[src/hslgg_pkg.sv]
// types, constants and helper functions for the hsl gradient generator
`timescale 1ns / 1ps
`default_nettype none

package hslgg_pkg;

    localparam int MAX_KEYS   = 16;
    localparam int MAX_PIXELS = 64;

    localparam int HUE_W  = 17;
    localparam int SL_W   = 16;
    localparam int IDX_W  = 6;
    localparam int KEYS_W = 5;
    localparam int PIX_W  = 7;

    localparam int DATA_W     = 56;
    localparam int CFG_ADDR_W = 1;
    localparam int CFG_DATA_W = 7;

    // shared restoring divider: 16 bit magnitude by 7 bit divisor
    localparam int DIV_W     = 16;
    localparam int DIVR_W    = 7;
    localparam int DIV_STEPS = 16;
    localparam int DCNT_W    = 4;

    localparam logic [HUE_W-1:0] HUE_FULL = 17'd92160;
    localparam logic [HUE_W-1:0] HUE_HALF = 17'd46080;

    localparam logic [CFG_ADDR_W-1:0] CFG_KEY_COUNT   = 1'b0;
    localparam logic [CFG_ADDR_W-1:0] CFG_PIXEL_COUNT = 1'b1;

    typedef enum logic [2:0] {
        ST_IDLE,
        ST_DIV_SEC,
        ST_DIV_HUE,
        ST_DIV_SAT,
        ST_DIV_LUM,
        ST_SECTION,
        ST_COMMIT,
        ST_FILL
    } t_state;

    function automatic logic [KEYS_W-1:0] eff_keys(input logic [KEYS_W-1:0] cnt);
        logic [KEYS_W-1:0] res;
        if (cnt == '0) begin
            res = KEYS_W'(1);
        end else if (32'(cnt) > 32'(MAX_KEYS)) begin
            res = KEYS_W'(MAX_KEYS);
        end else begin
            res = cnt;
        end
        return res;
    endfunction

    function automatic logic [PIX_W-1:0] eff_pixels(input logic [PIX_W-1:0] cnt);
        logic [PIX_W-1:0] res;
        if (32'(cnt) > 32'(MAX_PIXELS)) begin
            res = PIX_W'(MAX_PIXELS);
        end else begin
            res = cnt;
        end
        return res;
    endfunction

endpackage

`default_nettype wire

[src/hsl_gradient_generator.sv]
// hsl gradient generator: key colors in, interpolated per-pixel hsl values out
//
// usage: each request on the slave stream carries one key color of a frame.
// the first key of a frame is held; every later key releases the section from
// the held key up to it, one pixel request on the master stream per pixel, with
// hue going the short way round the wheel. the last key of a frame also fills
// the remaining pixels with its own color, then the frame starts over.
// m_axis_tlast marks the final pixel caused by one key.
// timing: s_axis_tready is high only while idle. a key that releases a section
// of pixels is accepted and then runs through the shared 1 bit per cycle
// divider (section length, then hue, saturation and lightness steps), sends
// its pixels and ends in a commit step; a key whose section is empty goes from
// the section length divide straight to commit, and a first key or a key with
// no pixels left goes from the accept straight to commit. a closing key then
// sends its fill pixels.
// stalls: the output register holds a pixel until m_axis_tready; pixel output
// then waits, and a new key is still taken while the final pixel waits.
// reset: key_count 2, pixel_count 64, held color zero, a new frame begins.
// a configuration write restarts the frame, but a key already being worked on is not stopped.
`timescale 1ns / 1ps
`default_nettype none

module hsl_gradient_generator (
    input  wire logic                                  i_clk,
    input  wire logic                                  i_rst_n,
    input  wire logic                                  i_cfg_wr_en,
    input  wire logic [hslgg_pkg::CFG_ADDR_W-1:0]      i_cfg_addr,
    input  wire logic [hslgg_pkg::CFG_DATA_W-1:0]      i_cfg_data,
    input  wire logic                                  s_axis_tvalid,
    output      logic                                  s_axis_tready,
    // key_hue[16:0], key_sat[32:17], key_lum[48:33], zero pad
    input  wire logic [hslgg_pkg::DATA_W-1:0]          s_axis_tdata,
    output      logic                                  m_axis_tvalid,
    input  wire logic                                  m_axis_tready,
    // pixel_hue[16:0], pixel_sat[32:17], pixel_lum[48:33], pixel_index[54:49], zero pad
    output      logic [hslgg_pkg::DATA_W-1:0]          m_axis_tdata,
    output      logic                                  m_axis_tlast
);

    localparam int HUE_W  = hslgg_pkg::HUE_W;
    localparam int SL_W   = hslgg_pkg::SL_W;
    localparam int IDX_W  = hslgg_pkg::IDX_W;
    localparam int KEYS_W = hslgg_pkg::KEYS_W;
    localparam int PIX_W  = hslgg_pkg::PIX_W;
    localparam int DIV_W  = hslgg_pkg::DIV_W;
    localparam int DIVR_W = hslgg_pkg::DIVR_W;
    localparam int DCNT_W = hslgg_pkg::DCNT_W;

    hslgg_pkg::t_state r_state, n_state;

    // configuration and frame state
    logic [KEYS_W-1:0] r_key_count, n_key_count;
    logic [PIX_W-1:0]  r_pixel_count, n_pixel_count;
    logic [KEYS_W-1:0] r_keys_seen, n_keys_seen;
    logic [PIX_W-1:0]  r_pixels_left, n_pixels_left;
    logic [IDX_W-1:0]  r_next_pixel, n_next_pixel;
    logic [HUE_W-1:0]  r_prev_hue, n_prev_hue;
    logic [SL_W-1:0]   r_prev_sat, n_prev_sat;
    logic [SL_W-1:0]   r_prev_lum, n_prev_lum;

    // incoming key
    logic [HUE_W-1:0]  r_key_hue, n_key_hue;
    logic [SL_W-1:0]   r_key_sat, n_key_sat;
    logic [SL_W-1:0]   r_key_lum, n_key_lum;

    // divider
    logic [DIV_W-1:0]  r_quo, n_quo;
    logic [DIVR_W-1:0] r_rem, n_rem;
    logic [DIVR_W-1:0] r_divisor, n_divisor;
    logic [DCNT_W-1:0] r_div_cnt, n_div_cnt;

    // section walk
    logic [DIVR_W-1:0]       r_section, n_section;
    logic [DIVR_W-1:0]       r_cnt, n_cnt;
    logic signed [HUE_W-1:0] r_step_h, n_step_h;
    logic signed [SL_W:0]    r_step_s, n_step_s;
    logic signed [SL_W:0]    r_step_l, n_step_l;
    logic [HUE_W-1:0]        r_acc_h, n_acc_h;
    logic [SL_W-1:0]         r_acc_s, n_acc_s;
    logic [SL_W-1:0]         r_acc_l, n_acc_l;

    // output register
    logic              r_out_valid, n_out_valid;
    logic [HUE_W-1:0]  r_out_hue, n_out_hue;
    logic [SL_W-1:0]   r_out_sat, n_out_sat;
    logic [SL_W-1:0]   r_out_lum, n_out_lum;
    logic [IDX_W-1:0]  r_out_idx, n_out_idx;
    logic              r_out_last, n_out_last;

    logic                    w_accept;
    logic                    w_out_free;
    logic [HUE_W-1:0]        w_in_hue;
    logic [KEYS_W-1:0]       w_keys;
    logic                    w_closing;
    logic [PIX_W-1:0]        w_left_after;
    logic                    w_fill_pending;
    logic                    w_sec_end;
    logic signed [HUE_W:0]   w_dh_raw;
    logic signed [HUE_W:0]   w_dh;
    logic signed [SL_W:0]    w_ds;
    logic signed [SL_W:0]    w_dl;
    logic [HUE_W:0]          w_abs_h;
    logic [SL_W:0]           w_abs_s;
    logic [SL_W:0]           w_abs_l;
    logic [DIVR_W:0]         w_rem_sh;
    logic                    w_ge;
    logic [DIVR_W-1:0]       w_rem_nx;
    logic [DIV_W-1:0]        w_quo_nx;
    logic                    w_div_last;
    logic                    w_q_neg;
    logic [DIV_W:0]          w_q_signed;
    logic signed [HUE_W+1:0] w_hsum;
    logic [HUE_W-1:0]        w_hue_nx;

    assign w_accept   = s_axis_tvalid && s_axis_tready;
    assign w_out_free = !r_out_valid || m_axis_tready;

    assign w_in_hue = (s_axis_tdata[HUE_W-1:0] >= hslgg_pkg::HUE_FULL)
                    ? s_axis_tdata[HUE_W-1:0] - hslgg_pkg::HUE_FULL
                    : s_axis_tdata[HUE_W-1:0];

    assign w_keys         = hslgg_pkg::eff_keys(r_key_count);
    assign w_closing      = ({1'b0, r_keys_seen} + (KEYS_W+1)'(1)) >= {1'b0, w_keys};
    assign w_left_after   = r_pixels_left - r_section;
    assign w_fill_pending = w_closing && (w_left_after != '0);
    assign w_sec_end      = (r_cnt == r_section - DIVR_W'(1));

    // color differences, hue the short way round
    always_comb begin
        w_dh_raw = $signed({1'b0, r_key_hue}) - $signed({1'b0, r_prev_hue});
        if (w_dh_raw < -$signed({1'b0, hslgg_pkg::HUE_HALF})) begin
            w_dh = w_dh_raw + $signed({1'b0, hslgg_pkg::HUE_FULL});
        end else if (w_dh_raw > $signed({1'b0, hslgg_pkg::HUE_HALF})) begin
            w_dh = w_dh_raw - $signed({1'b0, hslgg_pkg::HUE_FULL});
        end else begin
            w_dh = w_dh_raw;
        end
    end

    assign w_ds    = $signed({1'b0, r_key_sat}) - $signed({1'b0, r_prev_sat});
    assign w_dl    = $signed({1'b0, r_key_lum}) - $signed({1'b0, r_prev_lum});
    assign w_abs_h = w_dh[HUE_W] ? (HUE_W+1)'(-w_dh) : (HUE_W+1)'(w_dh);
    assign w_abs_s = w_ds[SL_W] ? (SL_W+1)'(-w_ds) : (SL_W+1)'(w_ds);
    assign w_abs_l = w_dl[SL_W] ? (SL_W+1)'(-w_dl) : (SL_W+1)'(w_dl);

    // one restoring divide step per cycle
    assign w_rem_sh   = {r_rem, r_quo[DIV_W-1]};
    assign w_ge       = w_rem_sh >= {1'b0, r_divisor};
    assign w_rem_nx   = w_ge ? DIVR_W'(w_rem_sh - {1'b0, r_divisor}) : w_rem_sh[DIVR_W-1:0];
    assign w_quo_nx   = {r_quo[DIV_W-2:0], w_ge};
    assign w_div_last = (r_div_cnt == DCNT_W'(hslgg_pkg::DIV_STEPS - 1));

    always_comb begin
        case (r_state)
            hslgg_pkg::ST_DIV_HUE: w_q_neg = w_dh[HUE_W];
            hslgg_pkg::ST_DIV_SAT: w_q_neg = w_ds[SL_W];
            hslgg_pkg::ST_DIV_LUM: w_q_neg = w_dl[SL_W];
            default:               w_q_neg = 1'b0;
        endcase
    end

    assign w_q_signed = w_q_neg ? (DIV_W+1)'(-{1'b0, w_quo_nx}) : {1'b0, w_quo_nx};

    // hue accumulator wraps modulo 360 degrees
    always_comb begin
        w_hsum = $signed({2'b00, r_acc_h}) + $signed({{2{r_step_h[HUE_W-1]}}, r_step_h});
        if (w_hsum < 0) begin
            w_hue_nx = HUE_W'(w_hsum + $signed({2'b00, hslgg_pkg::HUE_FULL}));
        end else if (w_hsum >= $signed({2'b00, hslgg_pkg::HUE_FULL})) begin
            w_hue_nx = HUE_W'(w_hsum - $signed({2'b00, hslgg_pkg::HUE_FULL}));
        end else begin
            w_hue_nx = w_hsum[HUE_W-1:0];
        end
    end

    // next state
    always_comb begin
        n_state = r_state;
        case (r_state)
            hslgg_pkg::ST_IDLE: begin
                if (w_accept) begin
                    if (r_keys_seen != '0 && r_pixels_left != '0) begin
                        n_state = hslgg_pkg::ST_DIV_SEC;
                    end else begin
                        n_state = hslgg_pkg::ST_COMMIT;
                    end
                end
            end
            hslgg_pkg::ST_DIV_SEC: begin
                if (w_div_last) begin
                    n_state = (w_quo_nx != '0) ? hslgg_pkg::ST_DIV_HUE : hslgg_pkg::ST_COMMIT;
                end
            end
            hslgg_pkg::ST_DIV_HUE: begin
                if (w_div_last) n_state = hslgg_pkg::ST_DIV_SAT;
            end
            hslgg_pkg::ST_DIV_SAT: begin
                if (w_div_last) n_state = hslgg_pkg::ST_DIV_LUM;
            end
            hslgg_pkg::ST_DIV_LUM: begin
                if (w_div_last) n_state = hslgg_pkg::ST_SECTION;
            end
            hslgg_pkg::ST_SECTION: begin
                if (w_out_free && w_sec_end) n_state = hslgg_pkg::ST_COMMIT;
            end
            hslgg_pkg::ST_COMMIT: begin
                n_state = w_fill_pending ? hslgg_pkg::ST_FILL : hslgg_pkg::ST_IDLE;
            end
            hslgg_pkg::ST_FILL: begin
                if (w_out_free && r_pixels_left == PIX_W'(1)) n_state = hslgg_pkg::ST_IDLE;
            end
            default: n_state = hslgg_pkg::ST_IDLE;
        endcase
    end

    // datapath and outputs
    always_comb begin
        n_key_count   = r_key_count;
        n_pixel_count = r_pixel_count;
        n_keys_seen   = r_keys_seen;
        n_pixels_left = r_pixels_left;
        n_next_pixel  = r_next_pixel;
        n_prev_hue    = r_prev_hue;
        n_prev_sat    = r_prev_sat;
        n_prev_lum    = r_prev_lum;
        n_key_hue     = r_key_hue;
        n_key_sat     = r_key_sat;
        n_key_lum     = r_key_lum;
        n_quo         = r_quo;
        n_rem         = r_rem;
        n_divisor     = r_divisor;
        n_div_cnt     = r_div_cnt;
        n_section     = r_section;
        n_cnt         = r_cnt;
        n_step_h      = r_step_h;
        n_step_s      = r_step_s;
        n_step_l      = r_step_l;
        n_acc_h       = r_acc_h;
        n_acc_s       = r_acc_s;
        n_acc_l       = r_acc_l;
        n_out_valid   = r_out_valid && !m_axis_tready;
        n_out_hue     = r_out_hue;
        n_out_sat     = r_out_sat;
        n_out_lum     = r_out_lum;
        n_out_idx     = r_out_idx;
        n_out_last    = r_out_last;

        s_axis_tready = (r_state == hslgg_pkg::ST_IDLE);

        if (i_cfg_wr_en) begin
            n_keys_seen  = '0;
            n_next_pixel = '0;
            case (i_cfg_addr)
                hslgg_pkg::CFG_KEY_COUNT: begin
                    n_key_count   = i_cfg_data[KEYS_W-1:0];
                    n_pixels_left = hslgg_pkg::eff_pixels(r_pixel_count);
                end
                hslgg_pkg::CFG_PIXEL_COUNT: begin
                    n_pixel_count = i_cfg_data[PIX_W-1:0];
                    n_pixels_left = hslgg_pkg::eff_pixels(i_cfg_data[PIX_W-1:0]);
                end
                default: begin
                    n_pixels_left = r_pixels_left;
                end
            endcase
        end

        case (r_state)
            hslgg_pkg::ST_IDLE: begin
                if (w_accept) begin
                    n_key_hue = w_in_hue;
                    n_key_sat = s_axis_tdata[HUE_W+SL_W-1:HUE_W];
                    n_key_lum = s_axis_tdata[HUE_W+2*SL_W-1:HUE_W+SL_W];
                    n_section = '0;
                    n_quo     = {{(DIV_W-PIX_W){1'b0}}, PIX_W'(r_pixels_left - PIX_W'(1))};
                    n_rem     = '0;
                    n_div_cnt = '0;
                    n_divisor = {{(DIVR_W-KEYS_W){1'b0}}, KEYS_W'(w_keys - r_keys_seen)};
                end
            end
            hslgg_pkg::ST_DIV_SEC, hslgg_pkg::ST_DIV_HUE,
            hslgg_pkg::ST_DIV_SAT, hslgg_pkg::ST_DIV_LUM: begin
                n_quo     = w_quo_nx;
                n_rem     = w_rem_nx;
                n_div_cnt = r_div_cnt + DCNT_W'(1);
                if (w_div_last) begin
                    n_rem     = '0;
                    n_div_cnt = '0;
                    case (r_state)
                        hslgg_pkg::ST_DIV_SEC: begin
                            n_section = w_quo_nx[DIVR_W-1:0];
                            n_divisor = w_quo_nx[DIVR_W-1:0];
                            n_quo     = w_abs_h[DIV_W-1:0];
                        end
                        hslgg_pkg::ST_DIV_HUE: begin
                            n_step_h = $signed(w_q_signed[HUE_W-1:0]);
                            n_quo    = w_abs_s[DIV_W-1:0];
                        end
                        hslgg_pkg::ST_DIV_SAT: begin
                            n_step_s = $signed(w_q_signed);
                            n_quo    = w_abs_l[DIV_W-1:0];
                        end
                        default: begin
                            n_step_l = $signed(w_q_signed);
                            n_acc_h  = r_prev_hue;
                            n_acc_s  = r_prev_sat;
                            n_acc_l  = r_prev_lum;
                            n_cnt    = '0;
                        end
                    endcase
                end
            end
            hslgg_pkg::ST_SECTION: begin
                if (w_out_free) begin
                    n_out_valid  = 1'b1;
                    n_out_hue    = r_acc_h;
                    n_out_sat    = r_acc_s;
                    n_out_lum    = r_acc_l;
                    n_out_idx    = r_next_pixel;
                    n_out_last   = w_sec_end && !w_fill_pending;
                    n_next_pixel = r_next_pixel + IDX_W'(1);
                    n_acc_h      = w_hue_nx;
                    n_acc_s      = r_acc_s + r_step_s[SL_W-1:0];
                    n_acc_l      = r_acc_l + r_step_l[SL_W-1:0];
                    n_cnt        = r_cnt + DIVR_W'(1);
                end
            end
            hslgg_pkg::ST_COMMIT: begin
                n_prev_hue    = r_key_hue;
                n_prev_sat    = r_key_sat;
                n_prev_lum    = r_key_lum;
                n_keys_seen   = r_keys_seen + KEYS_W'(1);
                n_pixels_left = w_left_after;
                if (w_closing && !w_fill_pending) begin
                    n_keys_seen   = '0;
                    n_pixels_left = hslgg_pkg::eff_pixels(r_pixel_count);
                    n_next_pixel  = '0;
                end
            end
            hslgg_pkg::ST_FILL: begin
                if (w_out_free) begin
                    n_out_valid   = 1'b1;
                    n_out_hue     = r_prev_hue;
                    n_out_sat     = r_prev_sat;
                    n_out_lum     = r_prev_lum;
                    n_out_idx     = r_next_pixel;
                    n_out_last    = (r_pixels_left == PIX_W'(1));
                    n_next_pixel  = r_next_pixel + IDX_W'(1);
                    n_pixels_left = r_pixels_left - PIX_W'(1);
                    if (r_pixels_left == PIX_W'(1)) begin
                        n_keys_seen   = '0;
                        n_pixels_left = hslgg_pkg::eff_pixels(r_pixel_count);
                        n_next_pixel  = '0;
                    end
                end
            end
            default: begin
                n_out_valid = r_out_valid && !m_axis_tready;
            end
        endcase
    end

    always_ff @(posedge i_clk) begin
        if (!i_rst_n) begin
            r_state       <= hslgg_pkg::ST_IDLE;
            r_key_count   <= KEYS_W'(2);
            r_pixel_count <= PIX_W'(64);
            r_keys_seen   <= '0;
            r_pixels_left <= hslgg_pkg::eff_pixels(PIX_W'(64));
            r_next_pixel  <= '0;
            r_prev_hue    <= '0;
            r_prev_sat    <= '0;
            r_prev_lum    <= '0;
            r_out_valid   <= 1'b0;
            r_div_cnt     <= '0;
            r_section     <= '0;
            r_cnt         <= '0;
        end else begin
            r_state       <= n_state;
            r_key_count   <= n_key_count;
            r_pixel_count <= n_pixel_count;
            r_keys_seen   <= n_keys_seen;
            r_pixels_left <= n_pixels_left;
            r_next_pixel  <= n_next_pixel;
            r_prev_hue    <= n_prev_hue;
            r_prev_sat    <= n_prev_sat;
            r_prev_lum    <= n_prev_lum;
            r_out_valid   <= n_out_valid;
            r_div_cnt     <= n_div_cnt;
            r_section     <= n_section;
            r_cnt         <= n_cnt;
        end
        r_key_hue  <= n_key_hue;
        r_key_sat  <= n_key_sat;
        r_key_lum  <= n_key_lum;
        r_quo      <= n_quo;
        r_rem      <= n_rem;
        r_divisor  <= n_divisor;
        r_step_h   <= n_step_h;
        r_step_s   <= n_step_s;
        r_step_l   <= n_step_l;
        r_acc_h    <= n_acc_h;
        r_acc_s    <= n_acc_s;
        r_acc_l    <= n_acc_l;
        r_out_hue  <= n_out_hue;
        r_out_sat  <= n_out_sat;
        r_out_lum  <= n_out_lum;
        r_out_idx  <= n_out_idx;
        r_out_last <= n_out_last;
    end

    assign m_axis_tvalid = r_out_valid;
    assign m_axis_tlast  = r_out_last;
    assign m_axis_tdata  = {{(hslgg_pkg::DATA_W-HUE_W-2*SL_W-IDX_W){1'b0}},
                            r_out_idx, r_out_lum, r_out_sat, r_out_hue};

endmodule

`default_nettype wire

[config.mk]
export PLATFORM = sky130hd
export DESIGN_NAME = hsl_gradient_generator
export DESIGN_NICKNAME = d
export VERILOG_FILES = /design/src/hslgg_pkg.sv /design/src/hsl_gradient_generator.sv
export SDC_FILE = /design/constraint.sdc
export NUM_CORES = 1
export LEC_CHECK = 0
export BUFFER_PORTS_ARGS = -buffer_cell sky130_fd_sc_hd__buf_2
export CAP_MARGIN = 30
export CORE_ASPECT_RATIO = 0.5
export CORE_MARGIN = 4
export CORE_UTILIZATION = 50
export DETAILED_ROUTE_END_ITERATION = 12
export GPL_ROUTABILITY_DRIVEN = 0
export PLACE_DENSITY = 0.68
export SYNTH_ARGS = -nofsm -noshare
export SYNTH_HDL_FRONTEND = slang
export SYNTH_SLANG_ARGS = --single-unit
[constraint.sdc]
create_clock -name i_clk -period 7.2 [get_ports i_clk]
set_input_delay 0.36 -clock i_clk [delete_from_list [all_inputs] [get_ports i_clk]]
set_output_delay 0.36 -clock i_clk [all_outputs]
set_load 0.05 [all_outputs]
==> metrics.yaml <==
sta:
  slew_headroom_pct: 23.3
  clock-skew-final_ps: 26.7
  setup_viol: 0
  tightestPinTransition_ps: 1140
  final_max_slew_viol_count: 0
  period_share_pct: 71.3
  clock.fmax_mhz: 195
  final.setup.tns_ps: 0
  hold_viol: 0
  min_period_ps: 5130
  rsz0062_at_grt: "no"
hold_path:
  hp-class: "input port to flop"
  min_from: "s_axis_tdata[24]"
  hold_path_end: "r_key_sat[7]"
  hold-path-cell-count: 1
worst_setup_path:
  rr_startpoint: "r_key_sat[0]"
  crit_fanout: 14
  max_stage_delay_ps: 820
  crit_chain: "inv_1 -> ha_1 -> inv_1 -> fa_1 -> a21o_1 -> a21oi_1 -> o21bai_1 -> a21oi_1 -> o311ai_1 -> o41a_1 -> a31oi_1 -> nand2_1 -> o21ai_1 -> a22o_2 -> o31ai_1 -> xnor2_1"
  critPathBufInv: 2
  r2r_cells: 16
  path_class: "flop to flop"
  ff2ff_setup_slack_ps: 2070
  arrival_ps: 5320
  slowest_stage: "xnor2_1"
  rr_endpoint: "r_step_h[3]"
  crit_family: "compound AO/OA/AOI/OAI gates"
  worstSetupEndpointType: "flop"
  crit_required_ps: 7380
  startpoint_type: "flop"
drt:
  vias: 18100
  drc: 0
  wl_per_cell_um: 19.2
  ant_nets: 0
  first_iter_violations: 1937
  drt_pass1_iterations: 8
  viasPerCell: 5.89
  drt-total-wl_um: 59000
synthesis:
  post-synth-top-count-cell: "nand2_1"
  synth.distinct_cells: 106
  synth_edf_count: 233
  synth_area_leaders: "edfxtp_1 (33%), dfxtp_1 (9.5%), ha_1 (7.9%)"
  synth_area_per_cell_um2: 9.04
  synth_top_area_cell: "edfxtp_1"
  syn_inst: 2358
  yosysTopAreaCellShare_pct: 32.8
  synth_common_cells: "nand2_1 (352), edfxtp_1 (233), a21oi_1 (189)"
  synth_seq_cells: 334
  async_flop_share_pct: 0
  yosysWarnings: 0
  netlist_area_um2: 21300
  seq_area_frac_synth_pct: 42.3
  syn_nets: 2571
  synthFlopType: "edfxtp_1"
grt:
  grt_max_degree: 89
  grt_pass1_vias: 16700
  grt-ovfl-total: 0
  antenna_found_initial: 0
  grt_pass1_wl_um: 91500
  grt_usage_pct: 24.8
place:
  dp_hpwl_um: 43200
  io_buffers: 119
floorplanning:
  num_rows: 53
  die_h_um: 154
  core_area_um2: 42000
  dieArea_um2: 46200
  die_x_um: 300
  ios: 128
  initial_core_util_pct: 50.7
clock_network:
  clockBufferDepth: 3
  path_clk_slew_ps: 70
  clockRootBuffer: "clkbuf_16"
  clock_sinks: 334
  htreeDepth: 2
  tritoncts: "done"
  numCtsBuffers: 34
  clk_latency_ps: 530
  ctsResizeCount: 0
cells_and_area:
  seq_area_um2: 9020
  area_growth_pct: 12.1
  layout.nets: 2682
  n_antenna_cell: 0
  multi_input_area_um2: 11400
  finalCoreUtilization_pct: 56.8
  fillCellCount: 3780
  drive_gt1_share_pct: 10.3
outcome:
  status: "finished, final reports clean"
pwr:
  ir_drop_v: 0.000213
  cellPowerDensity_nw_per_um2: 367
  leakagePower_nw: 8.94
flow_run:
  cap_violations: 0
## worst max-delay path by stage
stage | from | to | slack [ps] | depth (start not counted)
finish | r_key_sat[0] | r_step_h[3] | 2070 | 16
global route | r_key_sat[0] | r_step_l[5] | 1780 | 16
CTS | r_key_hue[0] | r_step_s[6] | 2220 | 16
detailed placement | r_key_hue[0] | r_step_s[6] | 2260 | 16
global placement | r_key_sat[0] | r_step_s[3] | 2310 | 16
floorplan | r_state[2] | r_cnt[5] | 2580 | 7
## power breakdown
| group | switching (mW) | internal [mW] |
|---|---|---|
| Clock | 0.787 | 1.14 |
| Sequential | 0.237 | 2.51 |
| Combinational | 2.68 | 1.42 |
## layout by cell type (no fill, tap or decap), types with 21 or more instances in the layout
master,n
nand3_1,61
inv_1,141
dfxtp_1,101
a21oi_1,188
ha_1,135
nor2_1,166
or3_1,25
nor3_1,64
nor2b_1,22
nand2_1,350
xnor2_1,85
dlygate4sd3_1,24
a21o_1,30
o21a_1,21
nand2b_1,26
xor2_1,58
clkbuf_16,37
o21ai_0,181
edfxtp_1,233
buf_2,119
## sequential cells by signal, indices dropped and copies added (netlist names), 16 cells and up
name,cells
r_acc_h,17
r_acc_l,16
r_acc_s,16
r_key_hue,17
r_key_lum,16
r_key_sat,16
r_out_hue,17
r_out_lum,16
r_out_sat,16
r_prev_hue,17
r_prev_lum,16
r_prev_sat,16
r_quo,16
r_step_h,17
r_step_l,16
r_step_s,16
## kinds of logic after synthesis
kind of cell / Yosys count / synth area share (%)
fa+ha+maj: 144 / 8.77
flops: 334 / 42.3
compound gates: 666 / 20.2
mux: 17 / 0.822
simple gates: 819 / 17.6
xor+xnor: 144 / 6.00
other cells: 1 / 0.0176
buf+inv: 233 / 4.31
## per-layer routing
layer | vias up | global-route usage, % | share of wire (%)
met5 | - | 0 | 0
met1 | 8546 | 36.2 | 46
met2 | 688 | 37.3 | 42
met3 | 78 | 6.63 | 9.8
li1 | 8767 | - | -
met4 | 0 | 4.93 | 1.8
## stage by stage
step	instance area, µm²	hold WS (ps)	power [mW]	std cells	setup WS [ps]
2_1_floorplan	21300	422	5.62	2358	2580
5_1_grt	23900	0.621	9.27	3071	1780
3_3_place_gp	22400	442	6.65	2985	2310
3_5_place_dp	22400	447	6.72	2985	2260
4_1_cts	23900	0.0673	8.68	3067	2220
6_report	23900	13.2	8.77	3071	2070
## what timing repair did
action,CTS,global route
endpoints found under the setup margin,0,0
hold endpoints to repair,21,3
hold buffers,21,3
setup buffers,0,0
## layout make-up
cell class              count  share of cell area, %
multi-input cells        1791                   47.8
clock inverters            20                   1.01
repair buffers            163                   4.13
inverters                 145                   2.28
flip-flops and latches    334                   37.7
clock buffers              41                   4.02
well taps                 577                   3.02
Note: power is estimated with default switching activity, not from simulation.
